===== config.mk =====
export PLATFORM = sky130hd
export DESIGN_NAME = pcc_cell
export DESIGN_NICKNAME = d
export VERILOG_FILES = /design/src/rtl/pcc_pkg.sv /design/src/rtl/pcc_cell.sv
export SDC_FILE = /design/constraint.sdc
export NUM_CORES = 1
export LEC_CHECK = 0
export ABC_CLOCK_PERIOD_IN_PS = 4900
export BUFFER_PORTS_ARGS = -buffer_cell sky130_fd_sc_hd__buf_2
export CAP_MARGIN = 0
export CORE_UTILIZATION = 45
export DETAILED_ROUTE_END_ITERATION = 12
export HOLD_SLACK_MARGIN = 0.06
export PLACE_DENSITY = 0.69
export SLEW_MARGIN = 30
export SYNTH_ARGS = -nofsm -noshare
export SYNTH_HDL_FRONTEND = slang
export SYNTH_SLANG_ARGS = --single-unit

===== constraint.sdc =====
create_clock -name i_clk -period 4.9 [get_ports i_clk]
set_input_delay 0.245 -clock i_clk [delete_from_list [all_inputs] [get_ports i_clk]]
set_output_delay 0.245 -clock i_clk [all_outputs]
set_load 0.01 [all_outputs]

===== src/rtl/pcc_pkg.sv =====
`timescale 1ns / 1ps
// shared constants, tables and the cell word type for the polar/cartesian converter
// used by pcc_pre, pcc_cell, pcc_post and polar_cartesian_convert; no dependencies

package pcc_pkg;

    localparam int ROTATION_STAGES = 18;
    localparam int DISTANCE_BITS   = 18;

    localparam int N_STAGES = (ROTATION_STAGES < 24) ? ROTATION_STAGES : 24;
    localparam int STAGE_W  = $clog2(N_STAGES);

    // field widths
    localparam int RANGE_W = 18;
    localparam int ANGLE_W = 15;
    localparam int COORD_W = 19;
    localparam int INTEN_W = 16;

    // angle units: 1/64 degree in, 2^32 binary units per turn inside
    localparam int TURN_Q    = 23040;
    localparam int QUARTER_Q = TURN_Q / 4;
    localparam int HALF_Q    = TURN_Q / 2;
    localparam int ZB        = 32;
    localparam int Z_W       = ZB + 1;
    localparam int ANG_DIV   = 45;
    localparam int ANG_SHIFT = ZB - 9;

    localparam logic [ANGLE_W-1:0] ANG_TURN     = ANGLE_W'(TURN_Q);
    localparam logic [ANGLE_W-1:0] ANG_QUARTER  = ANGLE_W'(QUARTER_Q);
    localparam logic [ANGLE_W-1:0] ANG_HALF     = ANGLE_W'(HALF_Q);
    localparam logic [ANGLE_W-1:0] ANG_3QUARTER = ANGLE_W'(3 * QUARTER_Q);

    localparam int MAG_W      = $clog2(QUARTER_Q + 1);
    localparam int QUO_W      = $clog2(QUARTER_Q / ANG_DIV + 1);
    localparam int REM_W      = $clog2(ANG_DIV);
    localparam int ZM_W       = QUO_W + ANG_SHIFT;
    localparam int DIV_SHIFT  = 20;
    localparam int DIV_MUL    = ((1 << DIV_SHIFT) + ANG_DIV - 1) / ANG_DIV;
    localparam int DIV_MUL_W  = $clog2(DIV_MUL + 1);
    localparam int DIV_PROD_W = MAG_W + DIV_MUL_W;

    localparam logic [DIV_MUL_W-1:0] DIV_MUL_C = DIV_MUL_W'(DIV_MUL);
    localparam logic [MAG_W-1:0]     ANG_DIV_C = MAG_W'(ANG_DIV);
    localparam logic signed [Z_W-1:0] Z_HALF   = Z_W'(longint'(1) << (ZB - 1));

    // datapath widths
    localparam int FRAC       = 8;
    localparam int CORE_W     = COORD_W + FRAC + 3;
    localparam int GAIN_SPLIT = 15;
    localparam int PROD_W     = CORE_W + GAIN_SPLIT;
    localparam int SUM_W      = PROD_W + 1;
    localparam int RND_SHIFT  = FRAC + GAIN_SPLIT;
    localparam int UNS_W      = SUM_W - RND_SHIFT;
    localparam int SUNS_W     = UNS_W + 1;
    localparam int CMP_W      = ((DISTANCE_BITS + 2 > SUNS_W) ? DISTANCE_BITS + 2 : SUNS_W) + 1;
    localparam int ZP_W       = ZB + ANGLE_W;

    localparam logic signed [CMP_W-1:0] COORD_MAX_C =
        CMP_W'((longint'(1) << DISTANCE_BITS) - 1);
    localparam logic signed [CMP_W-1:0] COORD_MIN_C =
        CMP_W'(-(longint'(1) << DISTANCE_BITS));
    localparam logic [CMP_W-1:0] RANGE_MAX_C =
        CMP_W'((longint'(1) << DISTANCE_BITS) - 1);

    // arctangent of 2^-i in binary angle units
    typedef logic [ZB-1:0] t_atan_full [24];
    typedef logic [ZB-1:0] t_atan_tab [N_STAGES];

    localparam t_atan_full ATAN_FULL = '{
        32'h2000_0000, 32'h12E4_051D, 32'h09FB_385B, 32'h0511_11D4,
        32'h028B_0D43, 32'h0145_D7E1, 32'h00A2_F61E, 32'h0051_7C55,
        32'h0028_BE53, 32'h0014_5F2E, 32'h000A_2F98, 32'h0005_17CC,
        32'h0002_8BE6, 32'h0001_45F3, 32'h0000_A2F9, 32'h0000_517C,
        32'h0000_28BE, 32'h0000_145F, 32'h0000_0A2F, 32'h0000_0517,
        32'h0000_028B, 32'h0000_0145, 32'h0000_00A2, 32'h0000_0051
    };

    function automatic t_atan_tab f_atan_tab();
        t_atan_tab tab;
        for (int i = 0; i < N_STAGES; i++) begin
            tab[i] = ATAN_FULL[i];
        end
        return tab;
    endfunction

    localparam t_atan_tab ATAN_TAB = f_atan_tab();

    // fraction part of the degree to binary angle scaling, one entry per remainder mod 45
    typedef logic [ANG_SHIFT-1:0] t_frac_tab [ANG_DIV];

    function automatic t_frac_tab f_frac_tab();
        t_frac_tab tab;
        for (int b = 0; b < ANG_DIV; b++) begin
            tab[b] = ANG_SHIFT'(((longint'(b) << ANG_SHIFT) + (ANG_DIV / 2)) / ANG_DIV);
        end
        return tab;
    endfunction

    localparam t_frac_tab FRAC_TAB = f_frac_tab();

    // cordic gain: K^2 in Q60, then 1/K in Q30
    function automatic longint unsigned f_gain_sq();
        longint unsigned p;
        p = longint'(1) << 60;
        for (int i = 0; i < N_STAGES; i++) begin
            p = p + (p >> (2 * i));
        end
        return p;
    endfunction

    function automatic longint unsigned f_isqrt(input longint unsigned v);
        longint unsigned rem_v;
        longint unsigned res;
        longint unsigned bit_v;
        rem_v = v;
        res   = 0;
        bit_v = longint'(1) << 62;
        for (int k = 0; k < 32; k++) begin
            if (bit_v > v) begin
                bit_v = bit_v >> 2;
            end
        end
        for (int k = 0; k < 32; k++) begin
            if (bit_v != 0) begin
                if (rem_v >= res + bit_v) begin
                    rem_v = rem_v - (res + bit_v);
                    res   = (res >> 1) + bit_v;
                end else begin
                    res = res >> 1;
                end
                bit_v = bit_v >> 2;
            end
        end
        return res;
    endfunction

    localparam longint unsigned GAIN_ROOT = f_isqrt(f_gain_sq());
    localparam longint unsigned INV_GAIN  = (longint'(1) << 60) / GAIN_ROOT;
    localparam logic [GAIN_SPLIT-1:0] GAIN_HI = GAIN_SPLIT'(INV_GAIN >> GAIN_SPLIT);
    localparam logic [GAIN_SPLIT-1:0] GAIN_LO = GAIN_SPLIT'(INV_GAIN);

    // word handed from cell to cell
    typedef struct packed {
        logic                      kind;
        logic                      neg;
        logic                      origin;
        logic signed [CORE_W-1:0]  x;
        logic signed [CORE_W-1:0]  y;
        logic signed [Z_W-1:0]     z;
        logic [INTEN_W-1:0]        intensity;
    } t_cell;

endpackage


===== src/rtl/pcc_cell.sv =====
`timescale 1ns / 1ps
// one cordic micro-rotation, registered; rotation mode for polar words, vectoring for xy words
// depends on pcc_pkg

module pcc_cell (
    input  logic                          i_clk,
    input  logic                          i_rst_n,
    input  logic [pcc_pkg::STAGE_W-1:0]   i_stage,
    input  logic                          i_valid,
    input  pcc_pkg::t_cell                i_cell,
    output logic                          o_valid,
    output pcc_pkg::t_cell                o_cell
);

    logic signed [pcc_pkg::CORE_W-1:0]  w_x;
    logic signed [pcc_pkg::CORE_W-1:0]  w_y;
    logic signed [pcc_pkg::CORE_W-1:0]  w_dx;
    logic signed [pcc_pkg::CORE_W-1:0]  w_dy;
    logic signed [pcc_pkg::Z_W-1:0]     w_z;
    logic signed [pcc_pkg::Z_W-1:0]     w_atan;
    logic                               w_dir;
    pcc_pkg::t_cell                     n_cell;
    pcc_pkg::t_cell                     r_cell;
    logic                               r_valid;

    assign w_x    = i_cell.x;
    assign w_y    = i_cell.y;
    assign w_z    = i_cell.z;
    assign w_dx   = w_y >>> i_stage;
    assign w_dy   = w_x >>> i_stage;
    assign w_atan = $signed({1'b0, pcc_pkg::ATAN_TAB[i_stage]});

    // rotate toward z = 0 for polar words, toward y = 0 for xy words
    assign w_dir = i_cell.kind ? w_y[pcc_pkg::CORE_W-1] : ~w_z[pcc_pkg::Z_W-1];

    always_comb begin
        n_cell = i_cell;
        if (w_dir) begin
            n_cell.x = w_x - w_dx;
            n_cell.y = w_y + w_dy;
            n_cell.z = w_z - w_atan;
        end else begin
            n_cell.x = w_x + w_dx;
            n_cell.y = w_y - w_dy;
            n_cell.z = w_z + w_atan;
        end
    end

    always_ff @(posedge i_clk) begin
        if (!i_rst_n) begin
            r_valid <= 1'b0;
        end else begin
            r_valid <= i_valid;
        end
    end

    always_ff @(posedge i_clk) begin
        r_cell <= n_cell;
    end

    assign o_valid = r_valid;
    assign o_cell  = r_cell;

endmodule


==> run_results.csv, run 1 <==
group,metric,value,unit
outcome,outcome,"complete, no violations",
yosys,yosys-mux-area-fraction,0.188,
final_layout,layout_commonest_cell,"buf_4",
yosys,synth-seq-cells,113,
power_and_ir_drop,p_per_area,323,nW/um^2
placement,dp_hpwl,46.8,mm
global_routing,grt_pass1_vias,15800,
final_layout,finish.utilization,0.689,
die,die-area,30200,um^2
yosys,synthFlopType,"dfxtp_1",
die,die_w,174,um
route,ant_nets,0,
final_layout,antenna_cells,0,
critical_path,crit_type,"primary input to register",
route,drt_iter0_drc,1385,
hold_path,hold_class,"primary input to register",
critical_path,cp-end-kind,"register",
clock_network,clock_path_buffers,2,
placement,port_buffers,232,
critical_path,endpoint,"o_cell[105]$_DFF_P_",
global_routing,overflow,0,
yosys,synth_nets,1771,
die,die_y,174,um
route,remaining_drc_errors,0,
yosys,synth_xor_area_frac,0.107,
sta,max_freq,0.208,GHz
hold_path,hold_depth,2,
final_layout,layout.nets,2514,
sta,min_period_over_period,0.981,
yosys,async_reset_ff_frac,0,
route,avgRoutedWirePerCell,21.8,um
yosys,synth_area_per_cell,8.58,um^2
global_routing,grt_max_degree,34,
die,coreArea,28900,um^2
critical_path,path_cells,"clkbuf_4, buf_4, o21ai_0, nand2_1, o211ai_1, o211ai_1, nor3b_4, buf_6, nand4_4, nor4_4, nor2_1, xor2_1, ha_1, a21oi_2, o21ai_2, a221oi_2, a31oi_2, o21ai_1, nand2b_1, a21o_1, a211oi_2, xnor2_1",
die,row_count,62,
route,via_per_inst,5.92,
clock_network,cts_root_buf,"clkbuf_16",
critical_path,path_buf_inv,3,
global_routing,grt_pass1_wl,88.6,mm
final_layout,layout_common_cells,"534 x buf_4, 228 x buf_2, 129 x a21oi_1",
clock_network,clk_pin_slew,0.07,ns
power_and_ir_drop,p_leak,9.32,nW
sta,hold_viol,0,
clock_network,cts-htree-levels,4,
route,first_pass_iters,6,
yosys,synthSimpleGateAreaFrac,0.160,
die,num_io_pins,233,
critical_path,startpoint_type,"primary input",
sta,tightestPinTransition,0.890,ns
yosys,synth-seq-area-share,0.170,
yosys,synth-edff-count,0,
clock_network,clock-sinks,113,
yosys,synth_area,13300,um^2
yosys,synth_compound_area_frac,0.231,
route,totalWireLength,58.6,mm
placement,finalWeightedCongestion,1.02,
final_layout,area_growth,49.6,%
flow_run,drv_cap,0,
critical_path,arrival,5.15,ns
die,start_util,0.461,
yosys,synthAdderAreaFrac,0.0977,
sta,setup_slack,0.0932,ns
power_and_ir_drop,max-vdd-ir-drop,219,uV
sta,setup_viol,0,
yosys,yosys.cell_types.count,92,
yosys,synth_top_family_by_area,"compound AO/OA/AOI/OAI gates",
critical_path,cp_top_family,"compound AO/OA/AOI/OAI gates",
route,dr_total_vias,15900,
yosys,synth-warning-count,0,
clock_network,cts_tree,"yes",
yosys,synthesis.instances,1549,
critical_path,path_common_cell,"o211ai_1",
global_routing,antenna_found_initial,0,
clock_network,numCtsBuffers,17,
final_layout,final_layout_size_suffix_gt1_frac,0.425,
sta,min_period,4.81,ns
critical_path,max_stage_delay,0.58,ns
sta,maxSlewHeadroom,0.402,
sta,slew_viol_final,0,
critical_path,crit_start,"i_stage[1]",
placement,dp_slack,-0.710,ns
critical_path,path_depth,22,
critical_path,cp_data_required_time,5.24,ns
critical_path,cp_slowest_cell,"o211ai_1",
global_routing,track_usage,0.381,
critical_path,worst-path-max-fanout,14,
==> stage by stage <==
stage               hold slack, ns   TNS, ns  power [mW]  cells  instance area (um^2)
floorplan                    0.273  -0.00921        3.32   1549                 13400
global placement             0.347    -10.54        4.96   2626                 18800
detailed placement           0.349    -12.88        5.01   2626                 18800
CTS                          0.116         0        6.35   2680                 19600
global route                 0.130    -0.349        6.78   2689                 19900
finish                       0.120         0        6.42   2689                 19900
==> synthesized netlist by cell type (all sizes together) (5+ instances only) <==
| cell | instances | share of area |
|---|---|---|
| dfxtp | 113 | 0.17 |
| or2 | 14 | 0.0066 |
| a211o | 6 | 0.0040 |
| o21bai | 6 | 0.0034 |
| nand2b | 30 | 0.014 |
| clkbuf | 36 | 0.010 |
| nand3 | 33 | 0.012 |
| a31oi | 25 | 0.012 |
| or3 | 9 | 0.0042 |
| o21a | 13 | 0.0073 |
| xnor2 | 109 | 0.072 |
| and2 | 20 | 0.0094 |
| o221ai | 11 | 0.0072 |
| nor3 | 32 | 0.013 |
| nand2 | 114 | 0.032 |
| nor2b | 19 | 0.0089 |
| o21ai | 85 | 0.032 |
| a22oi | 5 | 0.0028 |
| inv | 38 | 0.011 |
| mux4 | 68 | 0.12 |
| xor2 | 53 | 0.035 |
| and3 | 13 | 0.0061 |
| o211ai | 16 | 0.0090 |
| mux2i | 56 | 0.042 |
| buf | 48 | 0.025 |
| o22ai | 20 | 0.0094 |
| a22o | 5 | 0.0033 |
| ha | 99 | 0.093 |
| nand4 | 6 | 0.0033 |
| nor2 | 104 | 0.029 |
| mux2 | 34 | 0.030 |
| nor3b | 6 | 0.0038 |
| a21o | 38 | 0.021 |
| o31a | 7 | 0.0046 |
| a32oi | 6 | 0.0040 |
| o31ai | 15 | 0.0089 |
| a21oi | 134 | 0.050 |
| a211oi | 23 | 0.013 |
| a21boi | 7 | 0.0040 |
==> logic make-up (layout without fill, tap and decap cells) <==
family / after synthesis / after routing
buffers and inverters: 124 / 880
adders and majority gates: 102 / 102
DFF: 113 / 113
AOI/OAI and AO/OA: 466 / 466
xor gates and xnor gates: 162 / 162
and+or+nand+nor: 424 / 424
muxes: 158 / 158
==> metal layers <==
metal / global-route usage / up-vias / share of wire
met4: 0.217 / 0 / 0.057
met2: 0.656 / 783 / 0.48
met1: 0.447 / 7608 / 0.39
met3: 0.0621 / 208 / 0.068
met5: 0 / - / 0
li1: - / 7320 / -
==> power by group <==
group	internal (mW)	switching [mW]
clock	0.722	0.554
combinational	1.87	1.90
sequential	1.29	0.0911
==> flip-flops by register name (all words and copies together), names as in the netlist <==
register  flops
o_valid       1
o_cell      112
==> how the worst min path moves through the flow <==
stage | end | from | slack [ns]
2_1_floorplan | o_cell[0]$_DFF_P_ | i_cell[0] | 0.27
3_3_place_gp | o_cell[3]$_DFF_P_ | i_cell[3] | 0.35
3_5_place_dp | o_cell[6]$_DFF_P_ | i_cell[6] | 0.35
4_1_cts | o_cell[17]$_DFF_P_ | i_cell[17] | 0.12
5_1_grt | o_cell[17]$_DFF_P_ | i_cell[17] | 0.13
6_report | o_cell[50]$_DFF_P_ | i_cell[50] | 0.12
==> area by class of cell <==
class | instances | area (um^2)
inverters | 40 | 154
flip-flops and latches | 113 | 2260
clock inverters | 15 | 163
repair buffers | 808 | 5790
fillers | 2427 | 8970
clock buffers | 17 | 425
well taps | 384 | 480
multi-input cells | 1312 | 10600
==> what timing repair did <==
| item | CTS | global route |
|---|---|---|
| setup buffers | 0 | 8 |
| gates cloned | 0 | 1 |
| resized for setup | 4 | 52 |
| hold endpoints to repair | 21 | 0 |
| hold buffers | 22 | 0 |
| setup endpoints to repair | 11 | 25 |
| pin swaps | 0 | 19 |
(Power assumes the default switching activity.)
==> run 2: changes to the inputs <==
- PLACE_DENSITY: 0.69 -> 0.78
==> run_results.csv, run 2 (synthesis results as in run 1) <==
group,metric,value,unit
global_routing,grt_pass1_wl,89.0,mm
sta,min_period_over_period,0.997,
final_layout,layout.nets,2506,
clock_network,cts-htree-levels,4,
final_layout,seq_area,2260,um^2
final_layout,largest_register_ffs,112,
die,row_count,62,
critical_path,cp-end-kind,"register",
die,die_y,174,um
sta,slew_viol_final,0,
route,drt_iter0_drc,1382,
critical_path,startpoint_type,"primary input",
final_layout,final_layout_size_suffix_gt1_frac,0.433,
route,dr_total_vias,16200,
sta,setup_tns,0,ns
global_routing,track_usage,0.380,
die,die_w,174,um
global_routing,antenna_found_initial,0,
power_and_ir_drop,p_leak,9.34,nW
route,remaining_drc_errors,0,
global_routing,grt_max_degree,37,
route,avgRoutedWirePerCell,22.2,um
power_and_ir_drop,max-vdd-ir-drop,231,uV
route,totalWireLength,59.4,mm
sta,setup_slack,0.0129,ns
sta,tightestPinTransition,1.05,ns
final_layout,multi_input_area,10800,um^2
sta,max_freq,0.205,GHz
sta,setup_viol,0,
global_routing,overflow,0,
route,ant_nets,0,
critical_path,arrival,5.22,ns
placement,dp_hpwl,45.8,mm
critical_path,crit_type,"primary input to register",
clock_network,clock-sinks,113,
sta,hold_viol,0,
die,num_io_pins,233,
clock_network,cts_root_buf,"clkbuf_16",
placement,port_buffers,232,
final_layout,antenna_cells,0,
sta,min_period,4.89,ns
clock_network,clock_path_buffers,2,
hold_path,hold_class,"primary input to register",
placement,dp_slack,-0.707,ns
global_routing,grt_pass1_vias,16200,
sta,maxSlewHeadroom,0.298,
route,first_pass_iters,7,
final_layout,layout_common_cells,"521 x buf_4, 229 x buf_2, 125 x a21oi_1",
route,via_per_inst,6.06,
die,coreArea,28900,um^2
clock_network,cts_tree,"yes",
critical_path,worst-path-max-fanout,10,
flow_run,drv_cap,0,
clock_network,numCtsBuffers,17,
final_layout,layout_commonest_cell,"buf_4",
clock_network,clk_pin_slew,0.07,ns
final_layout,fillCellCount,2306,
power_and_ir_drop,p_per_area,324,nW/um^2
critical_path,cp_data_required_time,5.23,ns
die,die-area,30200,um^2
final_layout,area_growth,50.8,%
placement,finalWeightedCongestion,1.01,
outcome,outcome,"complete, no violations",
die,start_util,0.461,
==> run 2: cell count changes in the layout (fill, tap and decap cells not counted), moves of 3 or more <==
cell,delta
o31ai_1,-3
buf_12,+6
o21ai_0,-6
o31ai_2,+3
a21oi_1,-4
o21ai_1,+6
a21oi_2,+4
buf_4,-13
==> run 2: per-layer routing <==
metal | share of wire | track usage | vias to the layer above | routed length (um)
met4 | 0.073 | 0.257 | 0 | 4370
met3 | 0.079 | 0.0654 | 249 | 4670
met5 | 0 | 0 | - | 0
met2 | 0.47 | 0.648 | 922 | 28000
met1 | 0.38 | 0.436 | 7770 | 22400
li1 | - | - | 7303 | -
==> run 2: critical path: stages <==
cell and delay, ns:
buf_12 0.13, buf_12 0.14, buf_12 0.13, mux2_1 0.30
mux4_2 0.56, mux4_2 0.54, a211oi_2 0.23, and2b_2 0.23
buf_4 0.13, nand3_1 0.12, inv_1 0.10, a21oi_2 0.06
xnor2_1 0.21, ha_1 0.32, buf_4 0.14, nand3_1 0.10
nor4_1 0.19, o211ai_1 0.28, a31oi_2 0.31, o21ai_1 0.09
nand2b_1 0.11, a21o_4 0.16, a21oi_1 0.07, o311ai_0 0.31
==> run 2: final timing paths <==
kind | start | endpoint | slack (ns) | depth (start not counted)
setup / recovery | i_stage[2] | o_cell[107]$_DFF_P_ | 0.01 | 24
hold / removal | i_cell[50] | o_cell[50]$_DFF_P_ | 0.13 | 2
==> run 2: power by group <==
part	internal, mW	switching, mW
logic	1.86	1.92
registers	1.29	0.0963
clock network	0.724	0.586
total	3.88	2.61
==> run 2: repair_timing <==
item                       CTS  global route
setup endpoints to repair    9            30
pin swaps                    2            35
gates cloned                 0             3
resized for setup            4            90
setup buffers                1            21
hold buffers                22             0
hold endpoints to repair    21             0
==> run 2: area by class of cell <==
type / instances / area share
Clock buffer: 17 / 0.0212
Clock inverter: 15 / 0.00806
Inverter: 40 / 0.00749
Multi-Input combinational cell: 1312 / 0.537
Sequential cell: 113 / 0.113
Tap cell: 384 / 0.0240
Timing Repair Buffer: 800 / 0.289
==> run 2: per-stage QoR <==
step	instances	area, um^2	utilization	power (mW)	hold WS (ns)
2_1_floorplan	1549	13400	-	3.32	0.273
3_5_place_dp	2603	18600	0.645	4.96	0.349
6_report	2681	20000	0.694	6.48	0.130
4_1_cts	2658	19400	0.674	6.32	0.120
5_1_grt	2681	20000	0.694	6.84	0.122
3_3_place_gp	2603	18600	0.645	4.88	0.347
