$ cat src/rtl/pcc_pkg.sv
`timescale 1ns / 1ps
// shared constants, tables and the cell word type for the polar/cartesian converter
// used by pcc_pre, pcc_cell, pcc_post and polar_cartesian_convert; no dependencies

package pcc_pkg;

    localparam int ROTATION_STAGES = 18;
    localparam int DISTANCE_BITS   = 18;

    localparam int N_STAGES = (ROTATION_STAGES < 24) ? ROTATION_STAGES : 24;
    localparam int STAGE_W  = $clog2(N_STAGES);

    // field widths
    localparam int RANGE_W = 18;
    localparam int ANGLE_W = 15;
    localparam int COORD_W = 19;
    localparam int INTEN_W = 16;

    // angle units: 1/64 degree in, 2^32 binary units per turn inside
    localparam int TURN_Q    = 23040;
    localparam int QUARTER_Q = TURN_Q / 4;
    localparam int HALF_Q    = TURN_Q / 2;
    localparam int ZB        = 32;
    localparam int Z_W       = ZB + 1;
    localparam int ANG_DIV   = 45;
    localparam int ANG_SHIFT = ZB - 9;

    localparam logic [ANGLE_W-1:0] ANG_TURN     = ANGLE_W'(TURN_Q);
    localparam logic [ANGLE_W-1:0] ANG_QUARTER  = ANGLE_W'(QUARTER_Q);
    localparam logic [ANGLE_W-1:0] ANG_HALF     = ANGLE_W'(HALF_Q);
    localparam logic [ANGLE_W-1:0] ANG_3QUARTER = ANGLE_W'(3 * QUARTER_Q);

    localparam int MAG_W      = $clog2(QUARTER_Q + 1);
    localparam int QUO_W      = $clog2(QUARTER_Q / ANG_DIV + 1);
    localparam int REM_W      = $clog2(ANG_DIV);
    localparam int ZM_W       = QUO_W + ANG_SHIFT;
    localparam int DIV_SHIFT  = 20;
    localparam int DIV_MUL    = ((1 << DIV_SHIFT) + ANG_DIV - 1) / ANG_DIV;
    localparam int DIV_MUL_W  = $clog2(DIV_MUL + 1);
    localparam int DIV_PROD_W = MAG_W + DIV_MUL_W;

    localparam logic [DIV_MUL_W-1:0] DIV_MUL_C = DIV_MUL_W'(DIV_MUL);
    localparam logic [MAG_W-1:0]     ANG_DIV_C = MAG_W'(ANG_DIV);
    localparam logic signed [Z_W-1:0] Z_HALF   = Z_W'(longint'(1) << (ZB - 1));

    // datapath widths
    localparam int FRAC       = 8;
    localparam int CORE_W     = COORD_W + FRAC + 3;
    localparam int GAIN_SPLIT = 15;
    localparam int PROD_W     = CORE_W + GAIN_SPLIT;
    localparam int SUM_W      = PROD_W + 1;
    localparam int RND_SHIFT  = FRAC + GAIN_SPLIT;
    localparam int UNS_W      = SUM_W - RND_SHIFT;
    localparam int SUNS_W     = UNS_W + 1;
    localparam int CMP_W      = ((DISTANCE_BITS + 2 > SUNS_W) ? DISTANCE_BITS + 2 : SUNS_W) + 1;
    localparam int ZP_W       = ZB + ANGLE_W;

    localparam logic signed [CMP_W-1:0] COORD_MAX_C =
        CMP_W'((longint'(1) << DISTANCE_BITS) - 1);
    localparam logic signed [CMP_W-1:0] COORD_MIN_C =
        CMP_W'(-(longint'(1) << DISTANCE_BITS));
    localparam logic [CMP_W-1:0] RANGE_MAX_C =
        CMP_W'((longint'(1) << DISTANCE_BITS) - 1);

    // arctangent of 2^-i in binary angle units
    typedef logic [ZB-1:0] t_atan_full [24];
    typedef logic [ZB-1:0] t_atan_tab [N_STAGES];

    localparam t_atan_full ATAN_FULL = '{
        32'h2000_0000, 32'h12E4_051D, 32'h09FB_385B, 32'h0511_11D4,
        32'h028B_0D43, 32'h0145_D7E1, 32'h00A2_F61E, 32'h0051_7C55,
        32'h0028_BE53, 32'h0014_5F2E, 32'h000A_2F98, 32'h0005_17CC,
        32'h0002_8BE6, 32'h0001_45F3, 32'h0000_A2F9, 32'h0000_517C,
        32'h0000_28BE, 32'h0000_145F, 32'h0000_0A2F, 32'h0000_0517,
        32'h0000_028B, 32'h0000_0145, 32'h0000_00A2, 32'h0000_0051
    };

    function automatic t_atan_tab f_atan_tab();
        t_atan_tab tab;
        for (int i = 0; i < N_STAGES; i++) begin
            tab[i] = ATAN_FULL[i];
        end
        return tab;
    endfunction

    localparam t_atan_tab ATAN_TAB = f_atan_tab();

    // fraction part of the degree to binary angle scaling, one entry per remainder mod 45
    typedef logic [ANG_SHIFT-1:0] t_frac_tab [ANG_DIV];

    function automatic t_frac_tab f_frac_tab();
        t_frac_tab tab;
        for (int b = 0; b < ANG_DIV; b++) begin
            tab[b] = ANG_SHIFT'(((longint'(b) << ANG_SHIFT) + (ANG_DIV / 2)) / ANG_DIV);
        end
        return tab;
    endfunction

    localparam t_frac_tab FRAC_TAB = f_frac_tab();

    // cordic gain: K^2 in Q60, then 1/K in Q30
    function automatic longint unsigned f_gain_sq();
        longint unsigned p;
        p = longint'(1) << 60;
        for (int i = 0; i < N_STAGES; i++) begin
            p = p + (p >> (2 * i));
        end
        return p;
    endfunction

    function automatic longint unsigned f_isqrt(input longint unsigned v);
        longint unsigned rem_v;
        longint unsigned res;
        longint unsigned bit_v;
        rem_v = v;
        res   = 0;
        bit_v = longint'(1) << 62;
        for (int k = 0; k < 32; k++) begin
            if (bit_v > v) begin
                bit_v = bit_v >> 2;
            end
        end
        for (int k = 0; k < 32; k++) begin
            if (bit_v != 0) begin
                if (rem_v >= res + bit_v) begin
                    rem_v = rem_v - (res + bit_v);
                    res   = (res >> 1) + bit_v;
                end else begin
                    res = res >> 1;
                end
                bit_v = bit_v >> 2;
            end
        end
        return res;
    endfunction

    localparam longint unsigned GAIN_ROOT = f_isqrt(f_gain_sq());
    localparam longint unsigned INV_GAIN  = (longint'(1) << 60) / GAIN_ROOT;
    localparam logic [GAIN_SPLIT-1:0] GAIN_HI = GAIN_SPLIT'(INV_GAIN >> GAIN_SPLIT);
    localparam logic [GAIN_SPLIT-1:0] GAIN_LO = GAIN_SPLIT'(INV_GAIN);

    // word handed from cell to cell
    typedef struct packed {
        logic                      kind;
        logic                      neg;
        logic                      origin;
        logic signed [CORE_W-1:0]  x;
        logic signed [CORE_W-1:0]  y;
        logic signed [Z_W-1:0]     z;
        logic [INTEN_W-1:0]        intensity;
    } t_cell;

endpackage

$ cat src/rtl/pcc_post.sv
`timescale 1ns / 1ps
// gain removal with rounding, binary angle to 1/64 degree, saturation and result register
// three register stages; depends on pcc_pkg

module pcc_post (
    input  logic                                 i_clk,
    input  logic                                 i_rst_n,
    input  logic                                 i_valid,
    input  pcc_pkg::t_cell                       i_cell,
    output logic                                 o_valid,
    output logic                                 o_kind,
    output logic signed [pcc_pkg::COORD_W-1:0]   o_x_out_q,
    output logic signed [pcc_pkg::COORD_W-1:0]   o_y_out_q,
    output logic [pcc_pkg::RANGE_W-1:0]          o_range_out_q,
    output logic [pcc_pkg::ANGLE_W-1:0]          o_angle_out_q,
    output logic [pcc_pkg::INTEN_W-1:0]          o_intensity_out
);

    localparam logic [pcc_pkg::SUM_W-1:0]  RND_HALF =
        pcc_pkg::SUM_W'(1) << (pcc_pkg::RND_SHIFT - 1);
    localparam logic [pcc_pkg::ZP_W:0]     ZRND     = (pcc_pkg::ZP_W + 1)'(1) << (pcc_pkg::ZB - 1);

    // stage 1
    logic [pcc_pkg::CORE_W-1:0]    w_mx;
    logic [pcc_pkg::CORE_W-1:0]    w_my;
    logic                          r_p1_valid;
    logic                          r_p1_kind;
    logic                          r_p1_origin;
    logic                          r_p1_sx;
    logic                          r_p1_sy;
    logic [pcc_pkg::PROD_W-1:0]    r_px_hi;
    logic [pcc_pkg::PROD_W-1:0]    r_px_lo;
    logic [pcc_pkg::PROD_W-1:0]    r_py_hi;
    logic [pcc_pkg::PROD_W-1:0]    r_py_lo;
    logic [pcc_pkg::ZP_W-1:0]      r_zp;
    logic [pcc_pkg::INTEN_W-1:0]   r_p1_inten;

    // stage 2
    logic [pcc_pkg::SUM_W-1:0]     w_tx;
    logic [pcc_pkg::SUM_W-1:0]     w_ty;
    logic [pcc_pkg::SUM_W-1:0]     w_rx;
    logic [pcc_pkg::SUM_W-1:0]     w_ry;
    logic [pcc_pkg::UNS_W-1:0]     w_ux;
    logic [pcc_pkg::UNS_W-1:0]     w_uy;
    logic [pcc_pkg::ZP_W:0]        w_za;
    logic [pcc_pkg::ANGLE_W:0]     w_a;
    logic                          r_p2_valid;
    logic                          r_p2_kind;
    logic                          r_p2_origin;
    logic signed [pcc_pkg::SUNS_W-1:0] r_vx;
    logic signed [pcc_pkg::SUNS_W-1:0] r_vy;
    logic [pcc_pkg::UNS_W-1:0]     r_ux;
    logic [pcc_pkg::ANGLE_W-1:0]   r_ang;
    logic [pcc_pkg::INTEN_W-1:0]   r_p2_inten;

    // stage 3
    logic signed [pcc_pkg::CMP_W-1:0] w_ex;
    logic signed [pcc_pkg::CMP_W-1:0] w_ey;
    logic signed [pcc_pkg::CMP_W-1:0] w_cx;
    logic signed [pcc_pkg::CMP_W-1:0] w_cy;
    logic [pcc_pkg::CMP_W-1:0]     w_er;
    logic [pcc_pkg::CMP_W-1:0]     w_cr;
    logic signed [pcc_pkg::COORD_W-1:0] n_x;
    logic signed [pcc_pkg::COORD_W-1:0] n_y;
    logic [pcc_pkg::RANGE_W-1:0]   n_range;
    logic [pcc_pkg::ANGLE_W-1:0]   n_angle;
    logic                          r_valid;
    logic                          r_kind;
    logic signed [pcc_pkg::COORD_W-1:0] r_x;
    logic signed [pcc_pkg::COORD_W-1:0] r_y;
    logic [pcc_pkg::RANGE_W-1:0]   r_range;
    logic [pcc_pkg::ANGLE_W-1:0]   r_angle;
    logic [pcc_pkg::INTEN_W-1:0]   r_inten;

    assign w_mx = $unsigned(i_cell.x[pcc_pkg::CORE_W-1] ? -i_cell.x : i_cell.x);
    assign w_my = $unsigned(i_cell.y[pcc_pkg::CORE_W-1] ? -i_cell.y : i_cell.y);

    always_ff @(posedge i_clk) begin
        if (!i_rst_n) begin
            r_p1_valid <= 1'b0;
        end else begin
            r_p1_valid <= i_valid;
        end
    end

    // 1/K split in two halves so each product stays narrow
    always_ff @(posedge i_clk) begin
        r_p1_kind   <= i_cell.kind;
        r_p1_origin <= i_cell.origin;
        r_p1_sx     <= i_cell.x[pcc_pkg::CORE_W-1] ^ i_cell.neg;
        r_p1_sy     <= i_cell.y[pcc_pkg::CORE_W-1] ^ i_cell.neg;
        r_px_hi     <= {{pcc_pkg::GAIN_SPLIT{1'b0}}, w_mx}
                     * {{pcc_pkg::CORE_W{1'b0}}, pcc_pkg::GAIN_HI};
        r_px_lo     <= {{pcc_pkg::GAIN_SPLIT{1'b0}}, w_mx}
                     * {{pcc_pkg::CORE_W{1'b0}}, pcc_pkg::GAIN_LO};
        r_py_hi     <= {{pcc_pkg::GAIN_SPLIT{1'b0}}, w_my}
                     * {{pcc_pkg::CORE_W{1'b0}}, pcc_pkg::GAIN_HI};
        r_py_lo     <= {{pcc_pkg::GAIN_SPLIT{1'b0}}, w_my}
                     * {{pcc_pkg::CORE_W{1'b0}}, pcc_pkg::GAIN_LO};
        r_zp        <= {{pcc_pkg::ANGLE_W{1'b0}}, i_cell.z[pcc_pkg::ZB-1:0]}
                     * {{pcc_pkg::ZB{1'b0}}, pcc_pkg::ANG_TURN};
        r_p1_inten  <= i_cell.intensity;
    end

    // round half away from zero on magnitudes
    always_comb begin
        w_tx = {1'b0, r_px_hi}
             + {{(pcc_pkg::GAIN_SPLIT+1){1'b0}}, r_px_lo[pcc_pkg::PROD_W-1:pcc_pkg::GAIN_SPLIT]};
        w_ty = {1'b0, r_py_hi}
             + {{(pcc_pkg::GAIN_SPLIT+1){1'b0}}, r_py_lo[pcc_pkg::PROD_W-1:pcc_pkg::GAIN_SPLIT]};
        w_rx = w_tx + RND_HALF;
        w_ry = w_ty + RND_HALF;
        w_ux = w_rx[pcc_pkg::RND_SHIFT +: pcc_pkg::UNS_W];
        w_uy = w_ry[pcc_pkg::RND_SHIFT +: pcc_pkg::UNS_W];
        w_za = {1'b0, r_zp} + ZRND;
        w_a  = w_za[pcc_pkg::ZB +: pcc_pkg::ANGLE_W + 1];
    end

    always_ff @(posedge i_clk) begin
        if (!i_rst_n) begin
            r_p2_valid <= 1'b0;
        end else begin
            r_p2_valid <= r_p1_valid;
        end
    end

    always_ff @(posedge i_clk) begin
        r_p2_kind   <= r_p1_kind;
        r_p2_origin <= r_p1_origin;
        r_vx        <= r_p1_sx ? -$signed({1'b0, w_ux}) : $signed({1'b0, w_ux});
        r_vy        <= r_p1_sy ? -$signed({1'b0, w_uy}) : $signed({1'b0, w_uy});
        r_ux        <= w_ux;
        // a full turn after rounding wraps to zero
        r_ang       <= (w_a >= {1'b0, pcc_pkg::ANG_TURN}) ? '0 : w_a[pcc_pkg::ANGLE_W-1:0];
        r_p2_inten  <= r_p1_inten;
    end

    always_comb begin
        w_ex = $signed({{(pcc_pkg::CMP_W-pcc_pkg::SUNS_W){r_vx[pcc_pkg::SUNS_W-1]}}, r_vx});
        w_ey = $signed({{(pcc_pkg::CMP_W-pcc_pkg::SUNS_W){r_vy[pcc_pkg::SUNS_W-1]}}, r_vy});
        w_er = {{(pcc_pkg::CMP_W-pcc_pkg::UNS_W){1'b0}}, r_ux};

        priority if (w_ex < pcc_pkg::COORD_MIN_C) begin
            w_cx = pcc_pkg::COORD_MIN_C;
        end else if (w_ex > pcc_pkg::COORD_MAX_C) begin
            w_cx = pcc_pkg::COORD_MAX_C;
        end else begin
            w_cx = w_ex;
        end

        priority if (w_ey < pcc_pkg::COORD_MIN_C) begin
            w_cy = pcc_pkg::COORD_MIN_C;
        end else if (w_ey > pcc_pkg::COORD_MAX_C) begin
            w_cy = pcc_pkg::COORD_MAX_C;
        end else begin
            w_cy = w_ey;
        end

        w_cr = (w_er > pcc_pkg::RANGE_MAX_C) ? pcc_pkg::RANGE_MAX_C : w_er;

        if (!r_p2_kind) begin
            n_x     = w_cx[pcc_pkg::COORD_W-1:0];
            n_y     = w_cy[pcc_pkg::COORD_W-1:0];
            n_range = '0;
            n_angle = '0;
        end else if (r_p2_origin) begin
            n_x     = '0;
            n_y     = '0;
            n_range = '0;
            n_angle = '0;
        end else begin
            n_x     = '0;
            n_y     = '0;
            n_range = w_cr[pcc_pkg::RANGE_W-1:0];
            n_angle = r_ang;
        end
    end

    always_ff @(posedge i_clk) begin
        if (!i_rst_n) begin
            r_valid <= 1'b0;
        end else begin
            r_valid <= r_p2_valid;
        end
    end

    always_ff @(posedge i_clk) begin
        r_kind  <= r_p2_kind;
        r_x     <= n_x;
        r_y     <= n_y;
        r_range <= n_range;
        r_angle <= n_angle;
        r_inten <= r_p2_inten;
    end

    assign o_valid         = r_valid;
    assign o_kind          = r_kind;
    assign o_x_out_q       = r_x;
    assign o_y_out_q       = r_y;
    assign o_range_out_q   = r_range;
    assign o_angle_out_q   = r_angle;
    assign o_intensity_out = r_inten;

endmodule

$ cat config.mk
export PLATFORM = sky130hd
export DESIGN_NAME = pcc_post
export DESIGN_NICKNAME = d
export VERILOG_FILES = /design/src/rtl/pcc_pkg.sv /design/src/rtl/pcc_post.sv
export SDC_FILE = /design/constraint.sdc
export NUM_CORES = 2
export LEC_CHECK = 0
export ABC_AREA = 1
export BUFFER_PORTS_ARGS = -buffer_cell sky130_fd_sc_hd__buf_2
export CAP_MARGIN = 20
export CORE_MARGIN = 5
export CORE_UTILIZATION = 50
export DETAILED_ROUTE_END_ITERATION = 8
export HOLD_SLACK_MARGIN = 0.05
export PLACE_DENSITY = 0.64
export SYNTH_ARGS = -nofsm -noshare
export SYNTH_HDL_FRONTEND = slang
export SYNTH_SLANG_ARGS = --single-unit
$ cat constraint.sdc
create_clock -name i_clk -period 8 [get_ports i_clk]
set_clock_uncertainty 0.15 [all_clocks]
set_input_delay 0.4 -clock i_clk [delete_from_list [all_inputs] [get_ports i_clk]]
set_output_delay 0.4 -clock i_clk [all_outputs]
set_load 0.02 [all_outputs]
==> impl_summary.txt <==
----------------------------------------------------
[Drt]
  Post-detailed-route DRC marker count ... 0
  Total number of vias ... 42600
  Via-to-Cell Ratio ... 5.05
  Iteration-0 DRC Markers ... 2820
  Routed len/inst ... 17.5 um
  Routed Antenna Nets ... 0
  First drt pass iteration count ... 6
  Final wirelength ... 148000 um

[Critical path]
  Critical path's most frequent cell ... sky130_fd_sc_hd__inv_1
  Critical setup path kind ... in -> reg
  Worst flop-to-flop path startpoint ... r_px_hi[25]
  Buffering stage count on the worst path with inverters included ... 9
  Kind of start point of the critical path ... primary input
  Arrival time at the worst endpoint ... 7.95 ns
  Data required time of the critical path ... 8.36 ns
  Worst-path cell with the longest stage delay ... sky130_fd_sc_hd__fa_1
  Delay of the slowest critical-path stage ... 0.62 ns
  Kind of end point of the critical path ... register
  Worst R2R Path Depth ... 15
  Top delay family on crit path ... adder cells
  Crit Reg-Reg Endpoint ... r_vx[17]
  Biggest fanout along the worst timing path ... 5
  Setup slack of the most critical reg-to-reg path ... 4.34 ns
  Critical Path Start ... i_cell[49]

[Floorplanning]
  Floorplan die area ... 0.110 mm^2
  Initial Utilization ... 0.502
  I/O pin count ... 204
  Y dimension of the die ... 332 um
  Die outline width ... 332 um
  Standard-cell rows ... 118
  Core region area ... 0.103 mm^2

[GRT]
  Via count of the first global-routing pass ... 43800
  Total GRT Usage ... 0.268
  Antenna violations before repair ... 0
  Remaining global-route overflow ... 0
  Wire length of the first global-routing pass ... 237000 um
  Largest net degree at the start of global routing ... 34

[Synth]
  #FFs+latches synth ... 374
  Library cell with the largest summed area after synthesis ... sky130_fd_sc_hd__fa_1
  Post-Synthesis Mean Instance Area ... 7.79 um^2
  Synth Net Count ... 8168
  Async S/R FF share, synth ... 0
  Synth area leaders ... sky130_fd_sc_hd__fa_1 25%, sky130_fd_sc_hd__ha_1 18%, sky130_fd_sc_hd__dfxtp_1 14%
  Commonest register cell after synthesis ... sky130_fd_sc_hd__dfxtp_1
  Unique cell type count in the Yosys netlist ... 60
  Ys Warns ... 0
  Mapped Cells ... 6668
  Cell with the most instances after synthesis ... sky130_fd_sc_hd__inv_1
  Number of synthesized flops with an enable pin ... 0
  Share of the yosys chip area belonging to registers ... 0.144
  Cell area after technology mapping ... 0.0519 mm^2
  Top cells by count, synth ... 1823 x sky130_fd_sc_hd__inv_1, 1175 x sky130_fd_sc_hd__nand2_1, 740 x sky130_fd_sc_hd__ha_1
  Proportion of netlist area held by the largest area contributor ... 0.249

[Cells and area]
  Antenna diode count ... 0
  Final Instance Area ... 0.0571 mm^2
  Layout overhead on the synthesized area ... 9.97%
  Final net count ... 8526
  Filler cell count in the final layout ... 9986
  Share of post-route cells with drive strength above 1 ... 0.0723

[Hold path]
  Endpoint with the worst hold slack ... r_px_lo[1]
  Source of the worst hold timing path ... i_cell[79]
  Worst min-delay path class ... in -> reg
  Hold Path Stages ... 2

[Clocking]
  Clock-pin transition on the worst setup and hold timing paths ... 0.06 ns
  CTS buffer count ... 40
  Maximum clock insertion buffer count ... 3
  Clock tree from TritonCTS ... yes
  Total number of clock tree sinks ... 374
  Clock latency on the worst-skew pair ... 0.58 ns
  H-tree depth ... 2
  Root buffer selected by CTS ... sky130_fd_sc_hd__clkbuf_16

[STA]
  Least-Margin Pin Slew ... 0.917 ns
  RSZ-0062 raised after global routing ... no
  Final Hold Viols ... 0
  Minimum period implied by the final worst setup slack ... 7.59 ns
  Max-Slew Margin vs Limit ... 0.385
  Final-layout setup total negative slack ... 0 ns
  Fin. max-slew vios ... 0
  Final setup violating endpoints ... 0
  Max frequency ... 0.132 GHz
  Fraction of the cycle the final worst path needs ... 0.949

[Place]
  Final weighted congestion in routability-driven placement ... 0.988
  DPL Wire Length ... 132000 um
  Number of buffers added on ports ... 202
  Post-placement cell area ... 0.0554 mm^2

[Status]
  Outcome ... complete, no violations

[Job]
  Count of maximum capacitance violations ... 0

----------------------------------------------------
[how the worst max path moves through the flow]
| stage | slack [ns] | to | cells after the start |
|---|---|---|---|
| 6_report | 0.41 | r_py_hi[39] | 31 |
| 5_1_grt | 0.0001 | r_py_hi[40] | 33 |
| 4_1_cts | 0.36 | r_py_hi[40] | 34 |
| 3_5_place_dp | 0.25 | r_px_hi[41] | 34 |
| 3_3_place_gp | 0.31 | r_px_hi[41] | 34 |
| 2_1_floorplan | 1.17 | r_py_hi[40] | 30 |
[logic make-up (layout without fill, tap and decap cells)]
kind of cell    count (synthesis)  count (layout)  synth area share
simple gates                 2057            2057             0.166
compound gates                698             698            0.0762
fa+ha+maj                    1385            1385             0.427
xor+xnor                      292             292            0.0519
flops                         374             374             0.144
buf+inv                      1862            2251             0.135
[flip-flops by register name (all words and copies together) (netlist names), 15 cells and up]
signal           cells
r_vx                23
o_angle_out_q       15
r_ang               15
r_p1_inten          16
r_ux                23
r_px_lo             31
r_vy                24
r_py_lo             31
o_range_out_q       18
r_py_hi             41
r_px_hi             41
o_x_out_q           19
r_zp                16
r_p2_inten          16
o_intensity_out     16
o_y_out_q           19
[layout by cell type, fill, tap and decap left out, types with 8 or more instances in the layout]
cell type and count:
sky130_fd_sc_hd__nand2_1 1175, sky130_fd_sc_hd__a31oi_1 45, sky130_fd_sc_hd__o211ai_1 16, sky130_fd_sc_hd__nor3_1 47, sky130_fd_sc_hd__o21bai_1 19, sky130_fd_sc_hd__a21o_1 32
sky130_fd_sc_hd__nand3b_1 12, sky130_fd_sc_hd__or2_2 13, sky130_fd_sc_hd__fa_1 644, sky130_fd_sc_hd__a21boi_0 8, sky130_fd_sc_hd__o21a_1 15, sky130_fd_sc_hd__ha_1 740
sky130_fd_sc_hd__a21oi_1 333, sky130_fd_sc_hd__inv_2 13, sky130_fd_sc_hd__nor2_2 14, sky130_fd_sc_hd__nand4_1 62, sky130_fd_sc_hd__o21ai_2 8, sky130_fd_sc_hd__nand2_2 21
sky130_fd_sc_hd__dfxtp_1 374, sky130_fd_sc_hd__nor2_1 464, sky130_fd_sc_hd__clkbuf_16 40, sky130_fd_sc_hd__buf_4 114, sky130_fd_sc_hd__xnor2_1 77, sky130_fd_sc_hd__xor2_2 9
sky130_fd_sc_hd__o21ai_0 179, sky130_fd_sc_hd__inv_1 1823, sky130_fd_sc_hd__clkinv_2 8, sky130_fd_sc_hd__a221oi_1 8, sky130_fd_sc_hd__nor4_1 21, sky130_fd_sc_hd__nand3_1 187
sky130_fd_sc_hd__buf_2 202, sky130_fd_sc_hd__xor2_1 201, sky130_fd_sc_hd__dlygate4sd3_1 22
[what timing repair did]
item / CTS / global route
setup buffers: 0 / 4
hold endpoints to repair: 24 / 0
resized for setup: 0 / 13
endpoints found under the setup margin: 0 / 15
hold buffers: 22 / 0
[per-stage QoR]
step                worst slack (ns)  hold slack (ns)  instances  utilization
detailed placement             0.251            0.162       8336        0.536
CTS                            0.357           0.0711       8431        0.551
floorplan                       1.17            0.160       6668            -
global route                0.000148           0.0791       8437        0.552
finish                         0.411           0.0912       8437        0.552
global placement               0.308            0.160       8336        0.536
[layer usage]
layer,track usage,routed length [um]
met5,0,0
met4,0.0611,3640
met3,0.0288,8110
met2,0.463,70000
met1,0.366,66300
[final cells by class]
type	instances	area (um^2)	share of cell area
clock buffers	52	1100	0.0192
inverters	1839	6910	0.121
repair buffers	339	2100	0.0367
flip-flops and latches	374	7490	0.131
multi-input cells	4432	37500	0.657
clock inverters	21	269	0.00471
well taps	1380	1730	0.0302
[worst register-to-register path, delay by kind of cell, from the launching register on]
kind / cells / cell delay [ns]
AOI/OAI and AO/OA: 1 / 0.26
adders and majority gates: 2 / 0.72
and+or+nand+nor: 12 / 2.10
DFF: 1 / 0.31
Power is left out: the tool's default activity adds up to more than one toggle a clock period on the data nets, which glitch-free logic cannot reach.
